$ cat src/rtl/core/sed_pkg.sv
// ----------------------------------------------------------------------------
// sed_pkg
// types, character codes and decode helpers shared by the escape decoder
// ----------------------------------------------------------------------------
package sed_pkg;

    // command codes of an input item
    localparam logic CMD_BODY = 1'b0;
    localparam logic CMD_END  = 1'b1;

    // characters with a meaning to the decoder
    localparam logic [7:0] CH_BSLASH = 8'h5c;
    localparam logic [7:0] CH_QUOTE  = 8'h22;
    localparam logic [7:0] CH_U      = 8'h75;
    localparam logic [7:0] CH_0      = 8'h30;
    localparam logic [7:0] CH_7      = 8'h37;
    localparam logic [7:0] CH_9      = 8'h39;
    localparam logic [7:0] CH_LA     = 8'h61;
    localparam logic [7:0] CH_LF     = 8'h66;
    localparam logic [7:0] CH_UA     = 8'h41;
    localparam logic [7:0] CH_UF     = 8'h46;

    // digits per escape
    localparam logic [2:0] HEX_DIGITS = 3'd4;
    localparam logic [2:0] OCT_DIGITS = 3'd3;

    typedef enum logic [2:0] {
        MODE_PLAIN = 3'd0,
        MODE_ESC   = 3'd1,
        MODE_HEX   = 3'd2,
        MODE_OCT   = 3'd3,
        MODE_ERR   = 3'd4
    } t_mode;

    typedef struct packed {
        logic       command;
        logic [7:0] data_byte;
    } t_in_item;

    typedef struct packed {
        logic [7:0] out_byte;
        logic       byte_valid;
        logic       done_res;
        logic       error;
    } t_out_item;

    // one accepted input item after classification: one or two results
    typedef struct packed {
        t_out_item res0;
        t_out_item res1;
        logic      two;
    } t_work;

    // {valid, nibble}
    function automatic logic [4:0] hex_digit(input logic [7:0] c);
        logic [4:0] r;
        r = 5'd0;
        if (c >= CH_0 && c <= CH_9) begin
            r = {1'b1, c[3:0]};
        end else if ((c >= CH_LA && c <= CH_LF) || (c >= CH_UA && c <= CH_UF)) begin
            r = {1'b1, c[3:0] + 4'd9};
        end
        return r;
    endfunction

    function automatic logic is_octal(input logic [7:0] c);
        return (c >= CH_0) && (c <= CH_7);
    endfunction

    // {hit, byte} for the single-character escapes
    function automatic logic [8:0] simple_escape(input logic [7:0] c);
        logic [8:0] r;
        case (c)
            8'h61:     r = {1'b1, 8'd7};
            8'h62:     r = {1'b1, 8'd8};
            8'h66:     r = {1'b1, 8'd12};
            8'h6e:     r = {1'b1, 8'd10};
            8'h72:     r = {1'b1, 8'd13};
            8'h74:     r = {1'b1, 8'd9};
            8'h76:     r = {1'b1, 8'd11};
            CH_QUOTE:  r = {1'b1, CH_QUOTE};
            CH_BSLASH: r = {1'b1, CH_BSLASH};
            default:   r = 9'd0;
        endcase
        return r;
    endfunction

endpackage

$ cat src/rtl/core/sed_front.sv
// ----------------------------------------------------------------------------
// sed_front
// decode state machine: classifies each accepted item into zero to two results
// ----------------------------------------------------------------------------
module sed_front (
    input  logic              i_clk,
    input  logic              i_rst_n,
    input  logic              i_accept,
    input  sed_pkg::t_in_item i_item,
    output logic              o_wr,
    output sed_pkg::t_work    o_work
);

    sed_pkg::t_mode r_mode, n_mode;
    logic [7:0]     r_acc, n_acc;
    logic [2:0]     r_cnt, n_cnt;

    logic [7:0] c;
    logic [4:0] hex;
    logic [8:0] simple;
    logic [2:0] cnt_inc;

    assign c       = i_item.data_byte;
    assign hex     = sed_pkg::hex_digit(c);
    assign simple  = sed_pkg::simple_escape(c);
    assign cnt_inc = r_cnt + 3'd1;

    // next state
    always_comb begin
        n_mode = r_mode;
        n_acc  = r_acc;
        n_cnt  = r_cnt;
        if (i_accept) begin
            if (i_item.command == sed_pkg::CMD_END) begin
                n_mode = sed_pkg::MODE_PLAIN;
                n_acc  = 8'd0;
                n_cnt  = 3'd0;
            end else begin
                case (r_mode)
                    sed_pkg::MODE_ESC: begin
                        if (simple[8]) begin
                            n_mode = sed_pkg::MODE_PLAIN;
                        end else if (c == sed_pkg::CH_U) begin
                            n_mode = sed_pkg::MODE_HEX;
                            n_acc  = 8'd0;
                            n_cnt  = 3'd0;
                        end else if (sed_pkg::is_octal(c)) begin
                            n_mode = sed_pkg::MODE_OCT;
                            n_acc  = {5'd0, c[2:0]};
                            n_cnt  = 3'd1;
                        end else begin
                            n_mode = sed_pkg::MODE_ERR;
                        end
                    end
                    sed_pkg::MODE_HEX: begin
                        if (!hex[4]) begin
                            n_mode = sed_pkg::MODE_ERR;
                        end else if (cnt_inc == sed_pkg::HEX_DIGITS) begin
                            n_mode = sed_pkg::MODE_PLAIN;
                            n_acc  = 8'd0;
                            n_cnt  = 3'd0;
                        end else begin
                            n_acc = {r_acc[3:0], hex[3:0]};
                            n_cnt = cnt_inc;
                        end
                    end
                    sed_pkg::MODE_OCT: begin
                        if (sed_pkg::is_octal(c) && cnt_inc != sed_pkg::OCT_DIGITS) begin
                            n_acc = {r_acc[4:0], c[2:0]};
                            n_cnt = cnt_inc;
                        end else begin
                            n_mode = (!sed_pkg::is_octal(c) && c == sed_pkg::CH_BSLASH)
                                   ? sed_pkg::MODE_ESC : sed_pkg::MODE_PLAIN;
                            n_acc  = 8'd0;
                            n_cnt  = 3'd0;
                        end
                    end
                    sed_pkg::MODE_ERR: begin
                        n_mode = sed_pkg::MODE_ERR;
                    end
                    default: begin
                        n_mode = (c == sed_pkg::CH_BSLASH) ? sed_pkg::MODE_ESC
                                                           : sed_pkg::MODE_PLAIN;
                    end
                endcase
            end
        end
    end

    // results of the accepted item
    always_comb begin
        o_wr          = 1'b0;
        o_work        = '0;
        if (i_accept) begin
            if (i_item.command == sed_pkg::CMD_END) begin
                o_wr = 1'b1;
                case (r_mode)
                    sed_pkg::MODE_OCT: begin
                        o_work.res0 = '{out_byte: r_acc, byte_valid: 1'b1,
                                        done_res: 1'b0, error: 1'b0};
                        o_work.res1 = '{out_byte: 8'd0, byte_valid: 1'b0,
                                        done_res: 1'b1, error: 1'b0};
                        o_work.two  = 1'b1;
                    end
                    sed_pkg::MODE_ESC, sed_pkg::MODE_HEX, sed_pkg::MODE_ERR: begin
                        o_work.res0 = '{out_byte: 8'd0, byte_valid: 1'b0,
                                        done_res: 1'b1, error: 1'b1};
                    end
                    default: begin
                        o_work.res0 = '{out_byte: 8'd0, byte_valid: 1'b0,
                                        done_res: 1'b1, error: 1'b0};
                    end
                endcase
            end else begin
                case (r_mode)
                    sed_pkg::MODE_ESC: begin
                        o_wr        = simple[8];
                        o_work.res0 = '{out_byte: simple[7:0], byte_valid: 1'b1,
                                        done_res: 1'b0, error: 1'b0};
                    end
                    sed_pkg::MODE_HEX: begin
                        o_wr        = hex[4] && (cnt_inc == sed_pkg::HEX_DIGITS);
                        o_work.res0 = '{out_byte: {r_acc[3:0], hex[3:0]}, byte_valid: 1'b1,
                                        done_res: 1'b0, error: 1'b0};
                    end
                    sed_pkg::MODE_OCT: begin
                        o_wr = 1'b1;
                        if (sed_pkg::is_octal(c)) begin
                            // third digit closes the escape
                            o_wr        = (cnt_inc == sed_pkg::OCT_DIGITS);
                            o_work.res0 = '{out_byte: {r_acc[4:0], c[2:0]}, byte_valid: 1'b1,
                                            done_res: 1'b0, error: 1'b0};
                        end else begin
                            // flush value, then plain byte unless a backslash
                            o_work.res0 = '{out_byte: r_acc, byte_valid: 1'b1,
                                            done_res: 1'b0, error: 1'b0};
                            o_work.res1 = '{out_byte: c, byte_valid: 1'b1,
                                            done_res: 1'b0, error: 1'b0};
                            o_work.two  = (c != sed_pkg::CH_BSLASH);
                        end
                    end
                    sed_pkg::MODE_ERR: begin
                        o_wr = 1'b0;
                    end
                    default: begin
                        o_wr        = (c != sed_pkg::CH_BSLASH);
                        o_work.res0 = '{out_byte: c, byte_valid: 1'b1,
                                        done_res: 1'b0, error: 1'b0};
                    end
                endcase
            end
        end
    end

    always_ff @(posedge i_clk) begin
        if (!i_rst_n) begin
            r_mode <= sed_pkg::MODE_PLAIN;
            r_acc  <= 8'd0;
            r_cnt  <= 3'd0;
        end else begin
            r_mode <= n_mode;
            r_acc  <= n_acc;
            r_cnt  <= n_cnt;
        end
    end

endmodule

$ cat src/rtl/core/sed_queue.sv
// ----------------------------------------------------------------------------
// sed_queue
// small register queue of classified items between front and back
// ----------------------------------------------------------------------------
module sed_queue #(
    parameter int DEPTH = 4
) (
    input  logic           i_clk,
    input  logic           i_rst_n,
    input  logic           i_wr,
    input  sed_pkg::t_work i_wdata,
    output logic           o_full,
    output logic           o_valid,
    input  logic           i_rd,
    output sed_pkg::t_work o_rdata
);

    localparam int PTR_W = $clog2(DEPTH);
    localparam int CNT_W = $clog2(DEPTH + 1);
    localparam logic [PTR_W-1:0] LAST = PTR_W'(DEPTH - 1);
    localparam logic [CNT_W-1:0] FULL_CNT = CNT_W'(DEPTH);

    sed_pkg::t_work   r_mem [DEPTH];
    logic [PTR_W-1:0] r_wr_ptr, n_wr_ptr;
    logic [PTR_W-1:0] r_rd_ptr, n_rd_ptr;
    logic [CNT_W-1:0] r_count, n_count;
    logic             do_wr, do_rd;

    assign o_full  = (r_count == FULL_CNT);
    assign o_valid = (r_count != '0);
    assign o_rdata = r_mem[r_rd_ptr];
    assign do_wr   = i_wr && !o_full;
    assign do_rd   = i_rd && o_valid;

    always_comb begin
        n_wr_ptr = r_wr_ptr;
        n_rd_ptr = r_rd_ptr;
        n_count  = r_count;
        if (do_wr) begin
            n_wr_ptr = (r_wr_ptr == LAST) ? '0 : r_wr_ptr + PTR_W'(1);
        end
        if (do_rd) begin
            n_rd_ptr = (r_rd_ptr == LAST) ? '0 : r_rd_ptr + PTR_W'(1);
        end
        if (do_wr && !do_rd) begin
            n_count = r_count + CNT_W'(1);
        end else if (!do_wr && do_rd) begin
            n_count = r_count - CNT_W'(1);
        end
    end

    always_ff @(posedge i_clk) begin
        if (!i_rst_n) begin
            r_wr_ptr <= '0;
            r_rd_ptr <= '0;
            r_count  <= '0;
        end else begin
            r_wr_ptr <= n_wr_ptr;
            r_rd_ptr <= n_rd_ptr;
            r_count  <= n_count;
        end
    end

    always_ff @(posedge i_clk) begin
        if (do_wr) begin
            r_mem[r_wr_ptr] <= i_wdata;
        end
    end

endmodule

$ cat src/rtl/core/sed_back.sv
// ----------------------------------------------------------------------------
// sed_back
// unpacks classified items into single results behind an output register
// ----------------------------------------------------------------------------
module sed_back (
    input  logic               i_clk,
    input  logic               i_rst_n,
    input  logic               i_valid,
    input  sed_pkg::t_work     i_work,
    output logic               o_take,
    input  logic               i_pop,
    output logic               o_empty,
    output sed_pkg::t_out_item o_item
);

    logic               r_out_valid, n_out_valid;
    logic               r_pend_valid, n_pend_valid;
    sed_pkg::t_out_item r_out, n_out;
    sed_pkg::t_out_item r_pend, n_pend;
    logic               slot_free;

    assign slot_free = !r_out_valid || i_pop;
    assign o_take    = slot_free && !r_pend_valid && i_valid;
    assign o_empty   = !r_out_valid;
    assign o_item    = r_out;

    always_comb begin
        n_out_valid  = r_out_valid;
        n_pend_valid = r_pend_valid;
        n_out        = r_out;
        n_pend       = r_pend;
        if (slot_free) begin
            if (r_pend_valid) begin
                // second result of the last item goes first
                n_out        = r_pend;
                n_out_valid  = 1'b1;
                n_pend_valid = 1'b0;
            end else if (i_valid) begin
                n_out        = i_work.res0;
                n_pend       = i_work.res1;
                n_out_valid  = 1'b1;
                n_pend_valid = i_work.two;
            end else begin
                n_out_valid = 1'b0;
            end
        end
    end

    always_ff @(posedge i_clk) begin
        if (!i_rst_n) begin
            r_out_valid  <= 1'b0;
            r_pend_valid <= 1'b0;
        end else begin
            r_out_valid  <= n_out_valid;
            r_pend_valid <= n_pend_valid;
        end
    end

    always_ff @(posedge i_clk) begin
        r_out  <= n_out;
        r_pend <= n_pend;
    end

endmodule

$ cat src/rtl/core/string_escape_decoder.sv
// ----------------------------------------------------------------------------
// string_escape_decoder
// unescapes quoted string body bytes; unless stalled, one transfer per cycle
// ----------------------------------------------------------------------------
// The block takes the body bytes of a quoted string, then an end command,
// and gives the unescaped bytes followed by one done result whose error bit
// tells whether the string held a malformed escape (in that case the bytes
// already given for the string are to be discarded). Both sides look like a
// queue: an input transfer happens when push is high and full is low, a
// result transfer when pop is high and empty is low. While neither side
// stalls, the block takes one input transfer per cycle and gives one
// result per cycle; an item gives zero, one or two results, and an item
// with two results (an octal escape flushed by the end command or by a
// following byte other than a backslash) holds the result side for both.
// The queue of QUEUE_DEPTH classified items between the decoder and the
// output register absorbs that, so full only rises when the result side
// is stalled or two-result items come in a long run.
// ----------------------------------------------------------------------------
module string_escape_decoder #(
    parameter int QUEUE_DEPTH = 4   // classified items buffered, at least 2
) (
    input  logic               i_clk,
    input  logic               i_rst_n,
    input  logic               push,
    output logic               full,
    input  sed_pkg::t_in_item  i_in_item,
    output logic               empty,
    input  logic               pop,
    output sed_pkg::t_out_item o_out_item
);

    logic           accept;     // input transfer this cycle
    logic           wr;         // item produces at least one result
    sed_pkg::t_work work;
    logic           q_full;
    logic           q_valid;
    logic           q_take;
    sed_pkg::t_work q_work;

    assign full   = q_full;
    assign accept = push && !q_full;

    // front: escape state machine
    sed_front u_front (
        .i_clk    (i_clk),
        .i_rst_n  (i_rst_n),
        .i_accept (accept),
        .i_item   (i_in_item),
        .o_wr     (wr),
        .o_work   (work)
    );

    // queue between decoder and result side
    sed_queue #(
        .DEPTH (QUEUE_DEPTH)
    ) u_queue (
        .i_clk   (i_clk),
        .i_rst_n (i_rst_n),
        .i_wr    (wr),
        .i_wdata (work),
        .o_full  (q_full),
        .o_valid (q_valid),
        .i_rd    (q_take),
        .o_rdata (q_work)
    );

    // back: one result per transfer
    sed_back u_back (
        .i_clk   (i_clk),
        .i_rst_n (i_rst_n),
        .i_valid (q_valid),
        .i_work  (q_work),
        .o_take  (q_take),
        .i_pop   (pop),
        .o_empty (empty),
        .o_item  (o_out_item)
    );

endmodule

$ cat config.mk
export PLATFORM = sky130hd
export DESIGN_NAME = string_escape_decoder
export DESIGN_NICKNAME = d
export VERILOG_FILES = /design/src/rtl/core/sed_pkg.sv /design/src/rtl/core/sed_front.sv /design/src/rtl/core/sed_queue.sv /design/src/rtl/core/sed_back.sv /design/src/rtl/core/string_escape_decoder.sv
export SDC_FILE = /design/constraint.sdc
export NUM_CORES = 1
export LEC_CHECK = 0
export BUFFER_PORTS_ARGS = -buffer_cell sky130_fd_sc_hd__clkbuf_2
export CAP_MARGIN = 25
export CORE_MARGIN = 1.5
export CORE_UTILIZATION = 40
export CTS_CLUSTER_SIZE = 12
export DETAILED_ROUTE_END_ITERATION = 12
export SYNTH_ARGS = -nofsm -noshare
export SYNTH_HDL_FRONTEND = slang
export SYNTH_SLANG_ARGS = --single-unit
$ cat constraint.sdc
create_clock -name i_clk -period 6.6 [get_ports i_clk]
set_input_delay 0.66 -clock i_clk [delete_from_list [all_inputs] [get_ports i_clk]]
set_output_delay 0.66 -clock i_clk [all_outputs]
set_load 0.02 [all_outputs]
Yosys cells after proc, flatten, opt, wreduce, memory -nomap -nowiden:

Memory sizes are Yosys's and may differ from the RTL's. A register that Yosys moved wholly into a read port is not among the register bits.
Index checks and enable logic that the tools add are counted.

* memories: 1
* logic and storage cells: 143
* RAM bits: 92
* register bits after elaboration: 45

Memories
* u_queue.r_mem: words 4, width 23, rd ports 1, clocked after Yosys merged registers in 1, write ports 1, line sed_queue.sv:23 `sed_pkg::t_work r_mem [DEPTH];`

* add/sub/neg operators: 6
* bitwise operators: 1
* equal/unequal tests: 26
* muxes and demuxes: 55
* reductions and logical operators: 31
* order comparisons: 7

Operators by type and width (count)
* 9-bit case mux with 9 select lines: 1
* 8-bit by 7-bit equality test with 1-bit output, second input constant: 9
* 8-bit two-way mux: 7
* 3-bit two-way mux: 17
* 23-bit two-way mux: 2
* 11-bit case mux with 4 select lines: 1
* 11-bit two-way mux: 3
* 12-bit two-way mux: 2
* 8-bit case mux with 3 select lines: 1
* 11-bit case mux with 2 select lines: 1
* 8-bit by 7-bit greater-or-equal comparator with 1-bit output, second input constant: 2
* 8-bit by 6-bit less-or-equal comparator with 1-bit output, second input constant: 2
* 8-bit by 7-bit less-or-equal comparator with 1-bit output, second input constant: 2
* 1-bit logical AND: 14
* 3-bit case mux with 4 select lines: 1
* 1-bit two-way mux: 11
* 5-bit two-way mux: 2
* 3-bit by 2-bit equality test with 1-bit output, second input constant: 3
* 3-bit equality test, second input constant: 3
* 3-bit case mux with 3 select lines: 1
* 8-bit by 6-bit equality test with 1-bit output, second input constant: 1
* 8-bit by 6-bit greater-or-equal comparator with 1-bit output, second input constant: 1
* 2-bit two-way mux: 4
* 8-bit by 7-bit inequality test with 1-bit output, second input constant: 1
* other kinds (21): 34

Depth between registers and ports, before layout:

* depth in word-level cells: 14
* mapped depth: 14
* gate-level depth less buffers: 13

Hierarchy:

From an unflattened synthesis, not the netlist that was laid out.

* cells, all modules: 519
* area, all modules: 6920.4 µm²

Modules (own cells, without submodules)
* sed_queue: sequential area each 2942.8 µm², area an instance 3828.7 µm², cells an instance 171, instances 1
* sed_front: sequential area each 280.3 µm², area an instance 2128.3 µm², cells an instance 300, instances 1
* sed_back: sequential area each 700.7 µm², area an instance 949.7 µm², cells an instance 47, instances 1
* string_escape_decoder: sequential area each 0.0 µm², area an instance 13.8 µm², cells an instance 1, instances 1

Worst setup path after synthesis:

No wires, ideal clock.

* kind: input to register
* start point: input port i_in_item[0] in the netlist's numbering
* end point: register u_queue.r_count[2]
* setup time: 73 ps
* buffers on the path: 1
* path slack: 2922 ps
* stages on the path: 14
* arrival: 3605 ps
* path through: clkbuf_1 inv_1 ha_1 nor2_1 o211ai_1 a31oi_2 or3_4 a41oi_4 ha_1 inv_1 fa_1 xor2_1 or3_1 a21oi_1

* longest elaborated chain between the ends: 13

RTL lines
* from (decl): line string_escape_decoder.sv:26 `input sed_pkg::t_in_item i_in_item,`
* 8-bit by 7-bit greater-or-equal comparator with 1-bit output / 8-bit by 7-bit less-or-equal comparator with 1-bit output (equally long branches): line sed_pkg.sv:60 `end else if ((c >= CH_LA && c <= CH_LF) || (c >= CH_UA && c <= CH_UF)) begin`
* 1-bit logical AND: line sed_pkg.sv:60
* 1-bit logical OR: line sed_pkg.sv:60
* 5-bit two-way mux: line sed_pkg.sv:60
* 5-bit two-way mux: line sed_pkg.sv:58 `if (c >= CH_0 && c <= CH_9) begin`
* 1-bit logical AND: line sed_front.sv:122 `o_wr = hex[4] && (cnt_inc == sed_pkg::HEX_DIGITS);`
* 1-bit case mux with 4 select lines *: line sed_front.sv:115 `case (r_mode)`
* 1-bit two-way mux *: line sed_front.sv:95 `if (i_item.command == sed_pkg::CMD_END) begin`
* 1-bit two-way mux *: line sed_front.sv:94 `if (i_accept) begin`
* 1-bit logical AND *: line sed_queue.sv:32 `assign do_wr = i_wr && !o_full;`
* via u_queue.do_wr: line sed_queue.sv:27 `logic do_wr, do_rd;`
* 1-bit zero test: line sed_queue.sv:47 `end else if (!do_wr && do_rd) begin`
* 1-bit logical AND: line sed_queue.sv:47
* 2-bit nonzero test (no source line)
* to (signal assigned): line sed_queue.sv:60 `r_count <= n_count;`
* to (decl): line sed_queue.sv:26 `logic [CNT_W-1:0] r_count, n_count;`

The timed path passes the listed nets; every way through them passes the cells marked *.
A chain may end at the register's enable or synchronous reset.

Final worst setup path:

* start point: input port i_in_item[1] in the netlist's numbering
* end point: register u_queue.r_count[2]

Same word-level chain as after synthesis.

==> impl_results.md <==
* Post-synth top cells: edfxtp_1, nand2_1, nor2_1, dfxtp_1
* Final setup violation count at 0
* Setup tns final at 0 ns
* Synth area leaders: edfxtp_1, dfxtp_1, mux4_2
* CP Class: primary input to flop
* Final worst-path cycle share at 0.555
* Initial Util at 0.409
* Flops & latches, synth at 134
* Antenna violations before repair at 0
* Run status: completed
* Top_reg_cell synth: edfxtp_1
* Unrepaired setup endpoints after global routing: false
* Largest net degree at the start of global routing at 25
* Top-count cell post-synth: edfxtp_1
* Clk sinks at 134
* Clock Path Buffers at 2
* Worst Path Max Fanout at 9
* Vias per inst at 5.60
* EDFF count, synth at 109
* Max_cap viols at 0
* Worst setup path start: i_in_item[1]
* CTS tree: built
* Post-CTS Hold Buffers at 0
* Worst clock skew at 0.00909 ns
* Final hold violation count at 0
* Final WL at 14,500 um
* # resized after CTS at 0
* Die W at 130 um
* Layout Area Growth over Synthesis at 14.1%
* Post-CTS Setup Inserts at 0
* Max IR drop VDD at 187 uV
* Htree depth at 4
* Worst path arrival time at 4.00 ns
* Fin. max-slew vios at 0
* Worst Tran Pin Value at 0.892 ns
* Critical path capture point type: flop
* Total gr overflow at 0
* Post-synthesis net count at 527
* CTS Root Cell: clkbuf_16
* IO Pins at 26
* Router iterations before antenna repair at 5
* Dpl hpwl at 9660 um
* Cells after synthesis at 500
* Placed instance count at 725
* Pwr/cell area at 361 mW/mm2
* Iter 0 DRT Violations at 341
* Post-route setup slack at 2.94 ns
* Layout cell share with drive strength beyond 1 at 0.201
* DIE HEIGHT at 130 um
* Routed wire length per instance at 19.1 um
* Via count at 4,237
* First-pass GRT wire length at 23,100 um
* Gp weighted congestion at 0.891
* Slew HR at 0.403
* Unique masters post-synth at 73
* Worst r2r src: u_front.r_mode[1]
* GR Util All Layers at 0.184
* Nets at 556
* Final Cell Area at 0.00741 mm2
* Area of the die at 0.0170 mm2
* Placement Rows at 46
* Fillcell total at 1,449
* Hold WC Path Type: flop to flop
* Synth top area share at 0.504
* Total Power at 2.67 mW
* # diodes at 0
* Port Buf Inserts at 25
* Post-layout minimum cycle time at 3.66 ns
* Setup crit start kind: primary input
* Fmax achieved at 273 MHz
* Register area share after synthesis at 0.581
* DRC at 0
* Leak Pwr at 2.54 nW
* Mapped Area at 0.00649 mm2
* Placed cell areas at 0.00685 mm2
* Finished Layout Cells at 757
* Syn Area/Cell at 13.0 um2
* Leading area contributor after synthesis: edfxtp_1
* Pre-CTS setup slack at 2.54 ns
* Ys Warns at 0
* Required time of the critical path at 6.94 ns
* Fraction of registers with async set/reset at 0
* Fin util at 0.466
* Final ANT Viol Nets at 0
* Hold path start: u_front.r_acc[7]
* Vias in the first global route at 4,188
* Placeable core region at 0.0159 mm2
* Total CTS buffers at 17
* Hold slack at 0.505 ns
* Clk_lat worst skew at 0.42 ns
* Clock slew at reported path FFs at 0.06 ns
kinds of logic (layout without fill, tap and decap cells):
family	Yosys count	in the layout	share of synthesized area
fa+ha+maj	14	14	0.0281
buf+inv	42	83	0.0272
mux	46	46	0.116
flops	134	134	0.581
simple gates	149	149	0.119
compound gates	108	108	0.119
xor+xnor	7	7	0.00945
layout by cell type, fill, tap and decap left out, types with 5 or more instances in the layout:
cell,instances
nor3_1,7
o211ai_1,8
a21oi_1,22
edfxtp_1,109
dfxtp_1,25
a22oi_1,6
ha_1,13
clkbuf_2,25
o21ai_0,16
buf_4,12
and2_1,14
mux2_2,11
nor2b_1,6
clkbuf_16,17
o22ai_1,8
inv_1,12
mux4_2,22
nand2b_1,8
nand2_1,42
a31oi_1,8
clkinv_1,5
a211oi_1,5
nor2_1,39
mux2i_1,12
path summary, 6_finish.rpt:
path / endpoint / cells after the start / slack (ns)
setup / recovery: u_queue.r_count[2] / 14 / 2.94
hold / removal: u_front.r_acc[7] / 2 / 0.51
setup reg to reg: u_queue.r_count[2] / 9 / 3.11
hold reg to reg: u_front.r_acc[7] / 2 / 0.51
sequential cells by signal (all words and copies together) (netlist names), named ones only:
name / count
u_queue.r_count: 3
u_front.r_cnt: 3
u_front.r_acc: 8
u_back.r_out_valid: 1
u_queue.r_wr_ptr: 2
u_queue.r_rd_ptr: 2
u_back.r_pend_valid: 1
u_back.o_item: 11
u_front.r_mode: 3
u_back.r_pend: 10
u_queue.r_mem: 88
routing by layer:
layer | share of wire | vias up | GRT usage
li1 | - | 1978 | -
met1 | 0.46 | 2104 | 0.247
met2 | 0.48 | 126 | 0.292
met3 | 0.045 | 29 | 0.0342
met4 | 0.025 | 0 | 0.0840
met5 | 0 | - | 0
worst max-delay path, stage by stage:
cell      delay [ns]
clkbuf_2        0.16
inv_1           0.13
ha_1            0.31
o21bai_1        0.17
a21boi_4        0.28
a31oi_2         0.14
or3_4           0.46
a41oi_4         0.33
ha_1            0.24
inv_1           0.07
fa_1            0.43
xor2_1          0.17
or3_1           0.31
a21oi_1         0.14
cell type report:
cell class	count	area (um2)	share of cell area
Tap cell	216	270	0.0365
Timing Repair Buffer	37	215	0.0291
Multi-Input combinational cell	324	2540	0.344
Clock inverter	11	110	0.0149
Sequential cell	134	3770	0.509
Clock buffer	20	437	0.0590
Inverter	15	56.3	0.00760
report_power, final:
part | leakage [nW] | switching, mW | internal (mW)
Clock | 0.261 | 0.331 | 0.547
Sequential | 1.22 | 0.0549 | 1.11
Combinational | 1.06 | 0.344 | 0.283
Total | 2.54 | 0.729 | 1.94
Note: power is estimated with default switching activity, not from simulation.
